<file path="config.mk">
export PLATFORM = sky130hd
export DESIGN_NAME = packet_deframer_crc8_unit_flat
export DESIGN_NICKNAME = d
export VERILOG_FILES = /design/src/sv/pdc_pkg.sv /design/src/sv/pdc_in_if.sv /design/src/sv/pdc_out_if.sv /design/src/sv/pdc_ram.sv /design/src/sv/pdc_parser.sv /design/src/sv/pdc_emitter.sv /design/src/sv/packet_deframer_crc8_unit.sv /design/src/flat_wrapper.sv
export SDC_FILE = /design/constraint.sdc
export NUM_CORES = 1
export LEC_CHECK = 0
export ABC_AREA = 1
export BUFFER_PORTS_ARGS = -buffer_cell sky130_fd_sc_hd__buf_2
export CELL_PAD_IN_SITES_DETAIL_PLACEMENT = 1
export CELL_PAD_IN_SITES_GLOBAL_PLACEMENT = 2
export CORE_ASPECT_RATIO = 0.75
export CORE_MARGIN = 4
export CORE_UTILIZATION = 43
export CTS_CLUSTER_SIZE = 16
export DETAILED_ROUTE_END_ITERATION = 10
export PLACE_DENSITY_LB_ADDON = 0.1
export SLEW_MARGIN = 40
export SYNTH_ARGS = -nofsm -noshare
export SYNTH_HDL_FRONTEND = slang
export SYNTH_SLANG_ARGS = --single-unit
</file>
<file path="constraint.sdc">
create_clock -name clk_i -period 6.1 [get_ports clk_i]
set_input_delay 1.22 -clock clk_i [delete_from_list [all_inputs] [get_ports clk_i]]
set_output_delay 1.22 -clock clk_i [all_outputs]
set_load 0.01 [all_outputs]
</file>
<file path="src/sv/pdc_pkg.sv">
package pdc_pkg;

  localparam int MaxPayloadDef = 32;
  localparam int HeaderLen     = 5;
  localparam int LenW          = 7;
  localparam int PlenW         = 7;

  localparam logic [7:0] CrcPoly      = 8'h07;
  localparam logic [7:0] CrcTop       = 8'h80;
  localparam logic [7:0] StartByteRst = 8'hAA;

  typedef enum logic [1:0] {
    PH_HUNT,
    PH_LEN,
    PH_BODY,
    PH_CHECK
  } pdc_phase_e;

  typedef enum logic [1:0] {
    EM_IDLE,
    EM_READ,
    EM_LOAD
  } pdc_em_state_e;

  typedef enum logic [1:0] {
    ST_GOOD    = 2'd0,
    ST_CRC_ERR = 2'd1,
    ST_LEN_ERR = 2'd2
  } pdc_status_e;

  // one frame outcome handed from the parser to the emitter
  typedef struct packed {
    logic              valid;
    pdc_status_e       status;
    logic [7:0]        frame_kind;
    logic [31:0]       sender_id;
    logic [PlenW-1:0]  plen;
  } pdc_job_t;

  // crc-8, msb first, one byte per call
  function automatic logic [7:0] crc8_update(input logic [7:0] crc, input logic [7:0] b);
    logic [7:0] c;
    c = crc ^ b;
    for (int k = 0; k < 8; k++) begin
      if ((c & CrcTop) != 8'h00) begin
        c = (c << 1) ^ CrcPoly;
      end else begin
        c = c << 1;
      end
    end
    return c;
  endfunction

endpackage

</file>
<file path="src/sv/pdc_in_if.sv">
interface pdc_in_if;
  logic       valid;
  logic       ready;
  logic [7:0] rx_byte;
  logic       restart;

  modport source (output valid, output rx_byte, output restart, input ready);
  modport sink   (input valid, input rx_byte, input restart, output ready);
endinterface

</file>
<file path="src/sv/pdc_out_if.sv">
interface pdc_out_if;
  logic        valid;
  logic        ready;
  logic [1:0]  status;
  logic [7:0]  frame_kind;
  logic [31:0] sender_id;
  logic [5:0]  pay_count;
  logic [7:0]  payload_byte;
  logic        byte_valid;
  logic        last;

  modport source (
    output valid, output status, output frame_kind, output sender_id,
    output pay_count, output payload_byte, output byte_valid, output last,
    input ready
  );
  modport sink (
    input valid, input status, input frame_kind, input sender_id,
    input pay_count, input payload_byte, input byte_valid, input last,
    output ready
  );
endinterface

</file>
<file path="src/sv/pdc_ram.sv">
module pdc_ram #(
  parameter int Width = 8,
  parameter int Depth = 32,
  parameter int AddrW = (Depth > 1) ? $clog2(Depth) : 1
) (
  input  logic             clk_i,
  input  logic             we_i,
  input  logic [AddrW-1:0] waddr_i,
  input  logic [Width-1:0] wdata_i,
  input  logic             re_i,
  input  logic [AddrW-1:0] raddr_i,
  output logic [Width-1:0] rdata_o
);

  logic [Width-1:0] mem_q [Depth];
  logic [Width-1:0] rdata_q;

  always_ff @(posedge clk_i) begin
    if (we_i) begin
      mem_q[waddr_i] <= wdata_i;
    end
    if (re_i) begin
      rdata_q <= mem_q[raddr_i];
    end
  end

  assign rdata_o = rdata_q;

endmodule

</file>
<file path="src/sv/pdc_parser.sv">
module pdc_parser #(
  parameter int MAX_PAYLOAD = pdc_pkg::MaxPayloadDef,
  parameter int AddrW       = (MAX_PAYLOAD > 1) ? $clog2(MAX_PAYLOAD) : 1
) (
  input  logic              clk_i,
  input  logic              rst_ni,
  input  logic [7:0]        start_byte_i,
  input  logic              em_idle_i,
  pdc_in_if.sink            in_ch,
  output logic              wr_en_o,
  output logic [AddrW-1:0]  wr_addr_o,
  output logic [7:0]        wr_data_o,
  output pdc_pkg::pdc_job_t job_o
);
  import pdc_pkg::*;

  localparam logic [7:0]      MaxLenB  = 8'(MAX_PAYLOAD + HeaderLen);
  localparam logic [7:0]      MinLenB  = 8'(HeaderLen);
  localparam logic [LenW-1:0] HdrCnt   = LenW'(HeaderLen);
  localparam logic [LenW-1:0] MaxPayC  = LenW'(MAX_PAYLOAD);

  pdc_phase_e      phase_q, phase_d, phase_eff;
  logic [LenW-1:0] frame_len_q, frame_len_d;
  logic [LenW-1:0] byte_cnt_q, byte_cnt_d;
  logic [LenW-1:0] pay_idx;
  logic [7:0]      crc_q, crc_d;
  logic [7:0]      type_q, type_d;
  logic [31:0]     id_q, id_d;
  logic            in_fire;
  logic [7:0]      b;

  assign in_ch.ready = em_idle_i;
  assign in_fire     = in_ch.valid && in_ch.ready;
  assign b           = in_ch.rx_byte;
  assign phase_eff   = in_ch.restart ? PH_HUNT : phase_q;
  assign pay_idx     = byte_cnt_q - HdrCnt;
  assign wr_addr_o   = AddrW'(pay_idx);
  assign wr_data_o   = b;

  always_comb begin
    phase_d     = phase_q;
    frame_len_d = frame_len_q;
    byte_cnt_d  = byte_cnt_q;
    crc_d       = crc_q;
    type_d      = type_q;
    id_d        = id_q;
    wr_en_o     = 1'b0;
    job_o       = '0;
    if (in_fire) begin
      unique case (phase_eff)
        PH_HUNT: begin
          phase_d = PH_HUNT;
          if (b == start_byte_i) begin
            byte_cnt_d = '0;
            crc_d      = 8'h00;
            phase_d    = PH_LEN;
          end
        end
        PH_LEN: begin
          if (b < MinLenB || b > MaxLenB) begin
            phase_d      = PH_HUNT;
            job_o.valid  = 1'b1;
            job_o.status = ST_LEN_ERR;
          end else begin
            frame_len_d = LenW'(b);
            byte_cnt_d  = '0;
            crc_d       = crc8_update(8'h00, b);
            phase_d     = PH_BODY;
          end
        end
        PH_BODY: begin
          crc_d = crc8_update(crc_q, b);
          if (byte_cnt_q == '0) begin
            type_d = b;
          end else if (byte_cnt_q < HdrCnt) begin
            id_d = {id_q[23:0], b};
          end else if (pay_idx < MaxPayC) begin
            wr_en_o = 1'b1;
          end
          byte_cnt_d = byte_cnt_q + LenW'(1);
          if (byte_cnt_d >= frame_len_q) begin
            phase_d = PH_CHECK;
          end
        end
        PH_CHECK: begin
          phase_d     = PH_HUNT;
          job_o.valid = 1'b1;
          if (b != crc_q) begin
            job_o.status = ST_CRC_ERR;
          end else begin
            job_o.status     = ST_GOOD;
            job_o.frame_kind = type_q;
            job_o.sender_id  = id_q;
            job_o.plen       = PlenW'(frame_len_q - HdrCnt);
          end
        end
        default: phase_d = PH_HUNT;
      endcase
    end
  end

  always_ff @(posedge clk_i or negedge rst_ni) begin
    if (!rst_ni) begin
      phase_q     <= PH_HUNT;
      frame_len_q <= '0;
      byte_cnt_q  <= '0;
      crc_q       <= 8'h00;
    end else begin
      phase_q     <= phase_d;
      frame_len_q <= frame_len_d;
      byte_cnt_q  <= byte_cnt_d;
      crc_q       <= crc_d;
    end
  end

  always_ff @(posedge clk_i) begin
    type_q <= type_d;
    id_q   <= id_d;
  end

  a_job_on_request: assert property (@(posedge clk_i) disable iff (!rst_ni)
    job_o.valid |-> in_fire)
    else $error("frame outcome without an accepted request");

  a_wr_in_body: assert property (@(posedge clk_i) disable iff (!rst_ni)
    wr_en_o |-> (in_fire && !in_ch.restart && phase_q == PH_BODY))
    else $error("payload write outside the body phase");

  a_body_count: assert property (@(posedge clk_i) disable iff (!rst_ni)
    (phase_q == PH_BODY) |-> (byte_cnt_q < frame_len_q))
    else $error("body count ran past frame length");

endmodule

</file>
<file path="src/sv/pdc_emitter.sv">
module pdc_emitter #(
  parameter int MAX_PAYLOAD = pdc_pkg::MaxPayloadDef,
  parameter int AddrW       = (MAX_PAYLOAD > 1) ? $clog2(MAX_PAYLOAD) : 1
) (
  input  logic              clk_i,
  input  logic              rst_ni,
  input  pdc_pkg::pdc_job_t job_i,
  output logic              em_idle_o,
  output logic              re_o,
  output logic [AddrW-1:0]  raddr_o,
  input  logic [7:0]        rdata_i,
  pdc_out_if.source         out_ch
);
  import pdc_pkg::*;

  pdc_em_state_e    state_q, state_d;
  pdc_job_t         job_q, job_d;
  logic             reads_q, reads_d;
  logic [PlenW-1:0] idx_q, idx_d;
  logic             more;
  logic             slot_free;
  logic             load;

  logic             out_valid_q;
  logic [1:0]       status_q;
  logic [7:0]       frame_kind_q;
  logic [31:0]      sender_id_q;
  logic [5:0]       pay_count_q;
  logic [7:0]       payload_byte_q;
  logic             byte_valid_q;
  logic             last_q;

  assign slot_free = !out_valid_q || out_ch.ready;
  assign more      = reads_q && ((idx_q + PlenW'(1)) != job_q.plen);
  assign raddr_o   = AddrW'(idx_q);
  assign em_idle_o = (state_q == EM_IDLE);

  always_comb begin
    state_d = state_q;
    job_d   = job_q;
    reads_d = reads_q;
    idx_d   = idx_q;
    re_o    = 1'b0;
    load    = 1'b0;
    unique case (state_q)
      EM_IDLE: begin
        if (job_i.valid) begin
          job_d   = job_i;
          reads_d = (job_i.status == ST_GOOD) && (job_i.plen != '0);
          idx_d   = '0;
          state_d = reads_d ? EM_READ : EM_LOAD;
        end
      end
      EM_READ: begin
        re_o    = 1'b1;
        state_d = EM_LOAD;
      end
      EM_LOAD: begin
        if (slot_free) begin
          load = 1'b1;
          if (more) begin
            idx_d   = idx_q + PlenW'(1);
            state_d = EM_READ;
          end else begin
            state_d = EM_IDLE;
          end
        end
      end
      default: state_d = EM_IDLE;
    endcase
  end

  always_ff @(posedge clk_i or negedge rst_ni) begin
    if (!rst_ni) begin
      state_q     <= EM_IDLE;
      out_valid_q <= 1'b0;
    end else begin
      state_q <= state_d;
      if (load) begin
        out_valid_q <= 1'b1;
      end else if (out_ch.ready) begin
        out_valid_q <= 1'b0;
      end
    end
  end

  always_ff @(posedge clk_i) begin
    job_q   <= job_d;
    reads_q <= reads_d;
    idx_q   <= idx_d;
    if (load) begin
      status_q       <= job_q.status;
      frame_kind_q   <= job_q.frame_kind;
      sender_id_q    <= job_q.sender_id;
      pay_count_q    <= 6'(job_q.plen);
      payload_byte_q <= reads_q ? rdata_i : 8'h00;
      byte_valid_q   <= reads_q;
      last_q         <= !more;
    end
  end

  assign out_ch.valid        = out_valid_q;
  assign out_ch.status       = status_q;
  assign out_ch.frame_kind   = frame_kind_q;
  assign out_ch.sender_id    = sender_id_q;
  assign out_ch.pay_count    = pay_count_q;
  assign out_ch.payload_byte = payload_byte_q;
  assign out_ch.byte_valid   = byte_valid_q;
  assign out_ch.last         = last_q;

  a_job_when_idle: assert property (@(posedge clk_i) disable iff (!rst_ni)
    job_i.valid |-> (state_q == EM_IDLE))
    else $error("frame outcome arrived while emitter busy");

  a_read_then_load: assert property (@(posedge clk_i) disable iff (!rst_ni)
    (state_q == EM_READ) |=> (state_q == EM_LOAD))
    else $error("read data not consumed in the following cycle");

  a_read_only_good: assert property (@(posedge clk_i) disable iff (!rst_ni)
    (state_q == EM_READ) |-> (reads_q && job_q.status == ST_GOOD))
    else $error("payload read for a frame without payload");

endmodule

</file>
<file path="src/sv/packet_deframer_crc8_unit.sv">
// results: an error or empty-payload result passes through the emitter job register and then the
// output register; a good frame's payload bytes each take a payload memory read, then an output
// register load, in turn while the sink takes them
// throughput: one received byte per cycle while the emitter is idle; ready drops after each frame
// outcome until the emitter has loaded its last result, and stays low while the sink stalls
// reset: async active low; hunting for the start byte, start byte 0xAA, no memory clear
module packet_deframer_crc8_unit #(
  parameter int MAX_PAYLOAD = pdc_pkg::MaxPayloadDef
) (
  input  logic       clk_i,
  input  logic       rst_ni,
  input  logic       cfg_we_i,
  input  logic [7:0] cfg_wdata_i,
  pdc_in_if.sink     in_ch,
  pdc_out_if.source  out_ch
);
  import pdc_pkg::*;

  localparam int AddrW = (MAX_PAYLOAD > 1) ? $clog2(MAX_PAYLOAD) : 1;

  // delimiter register; the user must write it only while the block is quiet, the block does not enforce this
  logic [7:0] start_byte_q;

  // payload memory write side (parser) and read side (emitter)
  logic             wr_en;
  logic [AddrW-1:0] wr_addr;
  logic [7:0]       wr_data;
  logic             rd_en;
  logic [AddrW-1:0] rd_addr;
  logic [7:0]       rd_data;

  // frame outcome and back pressure between the two halves
  pdc_job_t job;
  logic     em_idle;

  always_ff @(posedge clk_i or negedge rst_ni) begin
    if (!rst_ni) begin
      start_byte_q <= StartByteRst;
    end else if (cfg_we_i) begin
      start_byte_q <= cfg_wdata_i;
    end
  end

  // byte-level state machine: hunt, length check, header capture, crc, check byte.
  // payload bytes go straight into the memory at their offset in the payload
  pdc_parser #(
    .MAX_PAYLOAD (MAX_PAYLOAD),
    .AddrW       (AddrW)
  ) u_parser (
    .clk_i        (clk_i),
    .rst_ni       (rst_ni),
    .start_byte_i (start_byte_q),
    .em_idle_i    (em_idle),
    .in_ch        (in_ch),
    .wr_en_o      (wr_en),
    .wr_addr_o    (wr_addr),
    .wr_data_o    (wr_data),
    .job_o        (job)
  );

  // payload store, one write and one registered read per cycle; writes and reads
  // never overlap since requests are held off while the emitter reads
  pdc_ram #(
    .Width (8),
    .Depth (MAX_PAYLOAD),
    .AddrW (AddrW)
  ) u_payload_ram (
    .clk_i   (clk_i),
    .we_i    (wr_en),
    .waddr_i (wr_addr),
    .wdata_i (wr_data),
    .re_i    (rd_en),
    .raddr_i (rd_addr),
    .rdata_o (rd_data)
  );

  // walks the stored payload and fills the output register, one result at a time
  pdc_emitter #(
    .MAX_PAYLOAD (MAX_PAYLOAD),
    .AddrW       (AddrW)
  ) u_emitter (
    .clk_i     (clk_i),
    .rst_ni    (rst_ni),
    .job_i     (job),
    .em_idle_o (em_idle),
    .re_o      (rd_en),
    .raddr_o   (rd_addr),
    .rdata_i   (rd_data),
    .out_ch    (out_ch)
  );

endmodule

</file>
<file path="src/flat_wrapper.sv">
// flat-port wrapper written by rule: the top's interface ports become plain ports
module packet_deframer_crc8_unit_flat import pdc_pkg::*;
#(
  parameter int MAX_PAYLOAD = pdc_pkg::MaxPayloadDef
)
  (clk_i, rst_ni, cfg_we_i, cfg_wdata_i, in_ch_valid, in_ch_rx_byte, in_ch_restart, in_ch_ready, out_ch_valid, out_ch_status, out_ch_frame_kind, out_ch_sender_id, out_ch_pay_count, out_ch_payload_byte, out_ch_byte_valid, out_ch_last, out_ch_ready);
  pdc_in_if in_ch_i ();
  pdc_out_if out_ch_i ();
  input  logic clk_i;
  input  logic rst_ni;
  input  logic cfg_we_i;
  input  logic [7:0] cfg_wdata_i;
  input wire logic [$bits(in_ch_i.valid)-1:0] in_ch_valid;
  input wire logic [$bits(in_ch_i.rx_byte)-1:0] in_ch_rx_byte;
  input wire logic [$bits(in_ch_i.restart)-1:0] in_ch_restart;
  output wire logic [$bits(in_ch_i.ready)-1:0] in_ch_ready;
  output wire logic [$bits(out_ch_i.valid)-1:0] out_ch_valid;
  output wire logic [$bits(out_ch_i.status)-1:0] out_ch_status;
  output wire logic [$bits(out_ch_i.frame_kind)-1:0] out_ch_frame_kind;
  output wire logic [$bits(out_ch_i.sender_id)-1:0] out_ch_sender_id;
  output wire logic [$bits(out_ch_i.pay_count)-1:0] out_ch_pay_count;
  output wire logic [$bits(out_ch_i.payload_byte)-1:0] out_ch_payload_byte;
  output wire logic [$bits(out_ch_i.byte_valid)-1:0] out_ch_byte_valid;
  output wire logic [$bits(out_ch_i.last)-1:0] out_ch_last;
  input wire logic [$bits(out_ch_i.ready)-1:0] out_ch_ready;
  assign in_ch_i.valid = in_ch_valid;
  assign in_ch_i.rx_byte = in_ch_rx_byte;
  assign in_ch_i.restart = in_ch_restart;
  assign in_ch_ready = in_ch_i.ready;
  assign out_ch_valid = out_ch_i.valid;
  assign out_ch_status = out_ch_i.status;
  assign out_ch_frame_kind = out_ch_i.frame_kind;
  assign out_ch_sender_id = out_ch_i.sender_id;
  assign out_ch_pay_count = out_ch_i.pay_count;
  assign out_ch_payload_byte = out_ch_i.payload_byte;
  assign out_ch_byte_valid = out_ch_i.byte_valid;
  assign out_ch_last = out_ch_i.last;
  assign out_ch_i.ready = out_ch_ready;
  packet_deframer_crc8_unit #(.MAX_PAYLOAD(MAX_PAYLOAD)) u_core (.clk_i(clk_i), .rst_ni(rst_ni), .cfg_we_i(cfg_we_i), .cfg_wdata_i(cfg_wdata_i), .in_ch(in_ch_i), .out_ch(out_ch_i));
endmodule
</file>
======== Word-level counts from Yosys, hierarchy flattened ========
Memories as Yosys holds them, arrays and structs flattened. A register that Yosys moved wholly into a read port is not among the register bits.
Index checks and enable logic that the tools add are counted.
operators by class
  $add $sub $neg .......................... 4
  magnitude comparators ................... 5
  equal/unequal tests ..................... 14
  multiplexer cells ....................... 89
  bitwise logic cells ..................... 21
  reduce and logical (&&, ||, !) cells .... 24
operator list
  cell                                                         count
  two-way mux 8 bit                                            37
  two-way mux 47 bit                                           2
  two-way mux 3 bit                                            17
  two-way mux 50 bit                                           1
  NOT 3 bit                                                    16
  two-way mux 7 bit                                            5
  case mux 8 bit (3 select lines)                              1
  case mux 7 bit (3 select lines)                              1
  two-way mux 1 bit                                            15
  adder 7 x 1 -> 7 bit (second input constant)                 2
  case mux 7 bit (2 select lines)                              1
  subtractor 7 x 3 -> 7 bit (second input constant)            2
  two-way mux 2 bit                                            6
  AND reduction 4 bit                                          3
  != test 2 bit (second input constant)                        5
  == test 8 bit                                                1
  > comparator 8 x 6 -> 1 bit (second input constant)          1
  less-than comparator 8 x 3 -> 1 bit (second input constant)  1
  != test 8 bit                                                1
  case mux 2 bit (4 select lines)                              1
  bitwise XOR 8 bit                                            1
  >= comparator 7 bit                                          1
  zero test 7 bit                                              1
  less-than comparator 7 x 3 -> 1 bit (second input constant)  1
  18 further kinds                                             34
storage, ports and cells
  flip-flop bits (word level) ............. 190
  RAM bits ................................ 256
  input bits .............................. 22
  output and inout port bits .............. 60
  word-level logic and storage cells ...... 180
  memories kept ........................... 1
memory list
  name                        words  bits a word  rd ports  clocked after Yosys merged registers in  wr ports  RTL line       source
  u_core.u_payload_ram.mem_q  32     8            1         1                                        1         pdc_ram.sv:15  logic [Width-1:0] mem_q [Depth];

======== Logic depth before layout (Yosys ltp) ========
Gate-level depths: netlist of the first run.
  word-level depth ........................ 39
  gate-level depth with buffers ........... 15
  mapped depth without buffers ............ 15

======== Hierarchy ========
Synthesis of the first run repeated with hierarchy kept, for this count alone.
second synthesis, totals
  cell total of the unflattened synthesis .. 1,706
  area total of the unflattened synthesis .. 19,651.3 sq um
by module, submodules not included
  module                     instances  cells each  area each (sq um)  sequential area each (sq um)
  pdc_ram                    1          922         10,866.7           7,927.6
  pdc_parser                 1          519         4,408.0            1,801.7
  pdc_emitter                1          231         4,066.4            3,528.4
  packet_deframer_crc8_unit  1          34          310.3              205.2

======== Worst setup path after synthesis of the first run ========
Ideal clock, no wire load.
  path kind ............................... input to register
  from .................................... input port in_ch_restart
  to ...................................... register u_core.u_parser.id_q[0], enable pin
  setup time .............................. 0.502 ns
  arrival ................................. 4.865 ns
  data required time ...................... 5.598 ns
  setup slack ............................. 0.734 ns
  stages on the path ...................... 6
  buffers on the path ..................... 0
  cell sequence ........................... inv_1 > nand2_1 > inv_1 > ha_1 > nand2_2 > nor4_1
between the ends
  longest elaborated chain between the ends .. 3
RTL lines
  element                        RTL line            source
  from (decl)                    flat_wrapper.sv:15  input wire logic [$bits(in_ch_i.restart)-1:0] in_ch_restart;
  two-way mux 2 bit              pdc_parser.sv:35    assign phase_eff = in_ch.restart ? PH_HUNT : phase_q;
  == test 2 bit                  pdc_parser.sv:50    unique case (phase_eff)
  AND reduction 4 bit (no line)  n/a
  to (signal assigned)           pdc_parser.sv:118   id_q <= id_d;
  to (decl)                      pdc_parser.sv:28    logic [31:0] id_q, id_d;
Every way passes these cells.
A chain may end at the register's enable or synchronous reset.

======== Final worst setup path of the first run ========
  from .................................... input port in_ch_restart
  to ...................................... memory u_core.u_payload_ram.mem_q[21][4], enable pin
between the ends
  longest elaborated chain between the ends .. 6
RTL lines
  element                                  RTL line          source
  two-way mux 2 bit                        pdc_parser.sv:35
  == test 2 bit                            pdc_parser.sv:50
  two-way mux 1 bit                        pdc_parser.sv:50
  two-way mux 1 bit                        pdc_parser.sv:49  if (in_fire) begin
  two-way mux 1 bit                        pdc_ram.sv:19     if (we_i) begin
  two-way mux 1 bit (implied by the code)  pdc_ram.sv:20     mem_q[waddr_i] <= wdata_i;
  to (decl)                                pdc_ram.sv:15
Every way passes these cells.

==> impl_metrics.tcl, run 1 <==
set metrics [dict create \
    synth_warnings 0 \
    detailroute.via_count 11480 \
    cts_setup_buffers 0 \
    die_width_microns 249.7 \
    cts-root-to-sink-buffers 3 \
    final-instance-count-excl-fill 2200 \
    reg2reg_slack_ns 2.89 \
    worstMarginPinSlew_ns 0.8269 \
    timing_worst_setup_path_type "in -> reg" \
    firstDrtPassIters 5 \
    placement.cell_area_sq_mm 0.01977 \
    async_reset_ff_share_pct 7.709 \
    timing.critical_path.to_type "flip-flop" \
    crit_arrival_ns 3.50 \
    syn2layout_area_growth_pct 12.90 \
    nNetsFinal 1638 \
    grt.total_usage_pct 19.89 \
    hpwl_microns 29800 \
    grt_pass1_wl_microns 72680 \
    synth_enable_flop_cells 419 \
    initial_core_util_pct 43.45 \
    syn-cell-area_sq_mm 0.01884 \
    grt_pass1_vias 12000 \
    report.final.slew_viol_count 0 \
    worst_skew_pair.late_latency_ns 0.58 \
    drt-initial-drc-count 850 \
    max_freq_mhz 302.4 \
    finalInstanceArea_sq_mm 0.02127 \
    placement_rows 66 \
    layout.core_utilization_pct 49.06 \
    headroom_to_the_max_slew_limit_pct 44.67 \
    ys_types 45 \
    path_clk_slew_ns 0.06 \
    finalSetupTns_ns 0 \
    core_area_sq_mm 0.04335 \
    cp-start-kind "input port" \
    clock-sinks 454 \
    wl_microns 46990 \
    rsz_0062_raised_after_global_routing "no" \
    clock_tree_root_buffer_cell "clkbuf_16" \
    portBuffers 81 \
    post_synthesis_instance_total 1505 \
    n_antenna_cell 0 \
    die-area_sq_mm 0.04726 \
    die-height_microns 189.3 \
    cts_tree "built" \
    yosysSeqAreaShare_pct 71.47 \
    cp_data_required_time_ns 6.29 \
    wl_per_cell_microns 21.36 \
    drc_errors 0 \
    overflow 0 \
    drv_cap 0 \
    final_setup_skew_ns 0.02337 \
    ios 82 \
    vdd.ir_drop.worst_uv 202.5 \
    cts-resized-gates 0 \
    largest_driver_fanout_on_the_critical_path 14 \
    largest_net_degree_at_the_start_of_global_routing 74 \
    cts_buffers 46 \
    timing.final.setup_violations 0 \
    result_of_the_run "completed" \
    finalCriticalPeriod_ns 3.307 \
    place.detailed.instances 2116 \
    power.density_cell_area_mw_per_mm2 373.4 \
    tcrit_tclk_final_pct 54.21 \
    ys.flop_type "edfxtp_1" \
    power.static_leakage_nw 8.121 \
    whs_ns 0.4178 \
    h_tree_level_count 2 \
    avgViaCountPerCell 5.219 \
    hold_violations 0 \
    yosys_register_bits 454 \
    final_antenna_net_count 0 \
    globalplace.congestion 0.7707 \
    post_synth.cell_area_avg_sq_um 12.52 \
    grt_antenna_before_repair 2 \
    hold_class "reg -> reg" \
    final_layout_size_suffix_gt1_share_pct 13.01 \
    net_count_of_the_mapped_netlist 1556 \
    cts_hold_buffers 0 \
]
-- power breakdown --
group / switching [mW] / internal, mW
clock: 1.20 / 1.56
sequential: 0.0967 / 3.57
combinational: 1.09 / 0.427
total: 2.38 / 5.56
-- routing by layer --
metal	wire (microns)	track usage [%]
met5	0	0
met2	21150	31.01
met1	22760	29.98
met3	2390	3.282
met4	686	3.774
-- cell families (layout without fill, tap and decap cells) --
| group | after synthesis | in the layout | share of synthesized area, % |
|---|---|---|---|
| and+or+nand+nor | 525 | 525 | 11.62 |
| AOI/OAI and AO/OA | 241 | 241 | 7.094 |
| buffers and inverters | 186 | 303 | 4.357 |
| xor gates and xnor gates | 36 | 36 | 1.714 |
| muxes | 34 | 34 | 1.820 |
| adders and majority gates | 29 | 29 | 1.926 |
| DFF | 454 | 454 | 71.47 |
-- synthesized netlist by cell type (15+ instances only) --
master    instances  area, sq um
ha_1             29        362.9
nor2_1          183        686.9
inv_1           115        431.7
o211ai_1         16        120.1
buf_2            21        105.1
clkbuf_1         21        78.83
mux2i_1          32        320.3
o22ai_1          34        212.7
a21oi_1          60        300.3
nand3_1          40        200.2
xor2_1           20        175.2
o21ai_0         109        545.5
dfrtp_1          31        775.7
edfxtp_1        419        12580
xnor2_1          15        131.4
nand2_1         266        998.5
-- layout by cell type, fill, tap and decap left out, drive strengths merged, types with 3 or more instances in the layout --
master / instances
a21oi: 63
buf: 97
bufinv: 3
clkbuf: 60
clkinv: 20
dfrtp: 31
dfstp: 4
edfxtp: 419
ha: 29
inv: 121
mux2i: 32
nand2: 276
nand3: 42
nand4: 10
nor2: 190
nor3: 3
o211ai: 16
o21ai: 118
o22ai: 34
o31ai: 8
xnor2: 16
xor2: 20
-- through the flow --
step	power, mW	setup WS, ns
floorplan	4.693	0.7337
global placement	5.209	2.068
detailed placement	5.247	1.932
CTS	8.013	2.536
global route	8.341	2.604
finish	7.941	2.793
-- worst max-delay path, stage by stage --
cell     delay [ns]
buf_2          0.10
inv_1          0.04
nand2_1        0.14
inv_1          0.14
ha_1           0.15
buf_4          0.22
nand2_2        0.14
a21oi_2        0.13
nand2_2        0.07
nor2_4         0.27
nand2_4        0.19
nor2_1         0.67
-- layout make-up --
class | instances | area (sq um)
tap | 578 | 723.2
multi-input combinational | 865 | 4611
sequential | 454 | 13460
timing repair buffer | 97 | 543.0
clock buffer | 60 | 1234
clock inverter | 23 | 231.5
fill | 4506 | 22080
inverter | 123 | 464.2
-- final timing paths --
| path | startpoint | endpoint | depth (start not counted) |
|---|---|---|---|
| max | in_ch_restart | u_core.u_payload_ram.mem_q[21][4] | 12 |
| min | u_core.u_emitter.job_q[34] | u_core.u_emitter.out_ch.sender_id[27] | 0 |
| max reg2reg | u_core.u_parser.byte_cnt_q[0] | u_core.u_payload_ram.mem_q[21][4] | 10 |
| min reg2reg | u_core.u_emitter.job_q[34] | u_core.u_emitter.out_ch.sender_id[27] | 0 |
| max in group asynchronous | rst_ni | u_core.start_byte_q[5] | 1 |
| min in group asynchronous | rst_ni | u_core.u_emitter.state_q[1] | 1 |
-- flip-flops by register name, indices dropped and copies added (netlist names), 8 cells and up --
name / cells
u_core.u_payload_ram.mem_q: 256
u_core.u_emitter.job_q: 49
u_core.u_emitter.out_ch.sender_id: 32
u_core.u_parser.id_q: 32
u_core.start_byte_q: 8
u_core.u_emitter.out_ch.frame_kind: 8
u_core.u_emitter.out_ch.payload_byte: 8
u_core.u_parser.crc_q: 8
u_core.u_parser.type_q: 8
u_core.u_payload_ram.rdata_o: 8
Note: power is estimated with default switching activity, not from simulation.
==> run 2, diff against run 1 <==
==> constraint.sdc (replaced) <==
create_clock -name clk_i -period 3.1 [get_ports clk_i]
set_input_delay 0.62 -clock clk_i [delete_from_list [all_inputs] [get_ports clk_i]]
set_output_delay 0.62 -clock clk_i [all_outputs]
set_load 0.01 [all_outputs]
==> run 2 against run 1 <==
  * Critical endpoint is now u_core.u_parser.phase_q[0]
  * Wire length is 5.7% higher
  * Largest power group unchanged
  * Non-clock buffer count is 56 higher
  * Setup slack worse by 2.4 ns
  * Clock-buffer cell count is 4 higher
==> impl_metrics.tcl, run 2 (synthesized netlist as in run 1, its figures left out) <==
set metrics [dict create \
    result_of_the_run "completed" \
    avgViaCountPerCell 5.185 \
    largest_net_degree_at_the_start_of_global_routing 61 \
    drv_cap 0 \
    slowest_delay_ns 0.42 \
    portBuffers 81 \
    clock-sinks 454 \
    crit_path_cell_trace "ha_1 -> nand2_1 -> inv_1 -> nand2_1 -> nor3_1 -> xor2_1 -> ha_1 -> nand2_1 -> nor2_1 -> a211oi_1 -> nand3_1 -> nor2_1 -> nor2_1 -> nand2_1 -> o21ai_0" \
    cp_top_family "simple AND/OR/NAND/NOR gates" \
    critPathLaunch "u_core.u_parser.byte_cnt_q[1]" \
    path_clk_slew_ns 0.06 \
    reg2reg_slack_ns 0.43 \
    cts_setup_buffers 0 \
    globalplace.congestion 0.7927 \
    hold_violations 0 \
    die-area_sq_mm 0.04726 \
    clock_tree_root_buffer_cell "clkbuf_16" \
    syn2layout_area_growth_pct 15.48 \
    drc_errors 0 \
    firstDrtPassIters 5 \
    power.static_leakage_nw 8.446 \
    crit-reg2reg-launch "u_core.u_parser.byte_cnt_q[1]" \
    tcrit_tclk_final_pct 86.13 \
    timing.final.setup_violations 0 \
    placement_rows 66 \
    hpwl_microns 32840 \
    h_tree_level_count 2 \
    cts_buffers 46 \
    largest_driver_fanout_on_the_critical_path 5 \
    cts_hold_buffers 0 \
    cp-start-kind "flip-flop" \
    worstMarginPinSlew_ns 0.6311 \
    headroom_to_the_max_slew_limit_pct 57.88 \
    reg2reg_depth 15 \
    reg2reg_to "u_core.u_parser.phase_q[0]" \
    vdd.ir_drop.worst_uv 520.2 \
    top_register "u_core.u_payload_ram.mem_q" \
    initial_core_util_pct 43.45 \
    cts-root-to-sink-buffers 3 \
    nNetsFinal 1694 \
    layout.core_utilization_pct 50.18 \
    ios 82 \
    max_freq_mhz 374.5 \
    detailroute.via_count 11720 \
    rsz_0062_raised_after_global_routing "no" \
    crit_arrival_ns 3.11 \
    cts_tree "built" \
    report.final.slew_viol_count 0 \
    grt_pass1_vias 12170 \
    crit_buf_inv 1 \
    final_layout_size_suffix_gt1_share_pct 15.53 \
    most-common-layout-cells "419 x edfxtp_1, 265 x nand2_1, 181 x nor2_1" \
    hold_class "in -> async" \
    cpMaxStageDelayCell "dfrtp_1" \
    grt_antenna_before_repair 2 \
    grt_pass1_wl_microns 76040 \
    critical_path.most_common_cell "nand2_1" \
    wl_per_cell_microns 21.97 \
    setup.worst_path.end "u_core.u_parser.phase_q[0]" \
    grt.total_usage_pct 21.03 \
    cp.depth 15 \
    final_antenna_net_count 0 \
    layout_commonest_cell "edfxtp_1" \
    core_area_sq_mm 0.04335 \
    finalCriticalPeriod_ns 2.670 \
    overflow 0 \
    drt-initial-drc-count 1033 \
    fillers 4488 \
    timing_worst_setup_path_type "reg -> reg" \
    timing.critical_path.to_type "flip-flop" \
    die_width_microns 249.7 \
    cp_data_required_time_ns 3.54 \
    finalSetupTns_ns 0 \
    wl_microns 49650 \
    worst_skew_pair.late_latency_ns 0.58 \
    largest_reg_flops 256 \
    cts-resized-gates 0 \
    final_setup_skew_ns 0.02443 \
    die-height_microns 189.3 \
    leading_registers_by_flop_count "u_core.u_payload_ram.mem_q: 256 flops, u_core.u_emitter.job_q: 49 flops" \
    power.density_cell_area_mw_per_mm2 728.1 \
]
## run 2: cell count changes in the layout (fill, tap and decap cells not counted), sizes merged
cell      previous run  this run
clkinv              20        19
clkbuf              60        64
clkinvlp             2         1
inv                121       122
buf                 97       153
diode                0         1
## run 2: report_power, final
part	internal [mW]	switching [mW]	leakage [nW]
clock	3.16	2.37	0.735
sequential	7.03	0.167	4.34
combinational	0.919	2.20	3.37
total	11.1	4.73	8.45
## run 2: how the worst min path moves through the flow
stage,from,endpoint,slack (ns),depth (start not counted)
2_1_floorplan,rst_ni,u_core.start_byte_q[0],0.32,0
3_3_place_gp,u_core.u_emitter.job_q[36],u_core.u_emitter.out_ch.sender_id[29],0.40,0
3_5_place_dp,u_core.u_emitter.job_q[43],u_core.u_emitter.out_ch.frame_kind[4],0.41,0
4_1_cts,rst_ni,u_core.u_emitter.state_q[1],0.03,1
5_1_grt,rst_ni,u_core.u_parser.crc_q[0],0.06,1
6_report,rst_ni,u_core.u_emitter.state_q[1],0.04,1
## run 2: layout make-up
cell class	count	area (sq um)	share of cell area [%]
Inverter	123	462.9	2.128
Multi-Input combinational cell	865	4588	21.09
Sequential cell	454	13460	61.89
Clock buffer	64	1279	5.878
Tap cell	578	723.2	3.324
Timing Repair Buffer	153	1006	4.624
Antenna cell	1	2.502	0.01150
Clock inverter	22	230.2	1.058
## run 2: metal layers
layer / wire [microns] / GRT usage [%]
met1: 24550 / 32.56
met3: 2758 / 3.680
met4: 785 / 3.925
met2: 21550 / 31.68
met5: 0 / 0
## run 2: per-stage QoR
stage	cells	area, sq um	power [mW]	hold WS (ns)	worst slack (ns)
4_1_cts	2257	21730	15.97	0.02967	0.4102
3_5_place_dp	2171	20220	10.44	0.4052	0.4365
5_1_grt	2260	21750	16.63	0.06208	0.1283
6_report	2260	21750	15.84	0.03814	0.4301
3_3_place_gp	2171	20220	10.39	0.4019	0.4658
2_1_floorplan	1505	18860	9.233	0.3244	0.1394
## run 2: worst reg2reg max path, stage by stage (launching register included)
cell and delay, ns:
dfrtp_1 0.42, ha_1 0.30, nand2_1 0.08, inv_1 0.08, nand2_1 0.09, nor3_1 0.20, xor2_1 0.24, ha_1 0.29
nand2_1 0.10, nor2_1 0.05, a211oi_1 0.17, nand3_1 0.12, nor2_1 0.18, nor2_1 0.09, nand2_1 0.06, o21ai_0 0.08
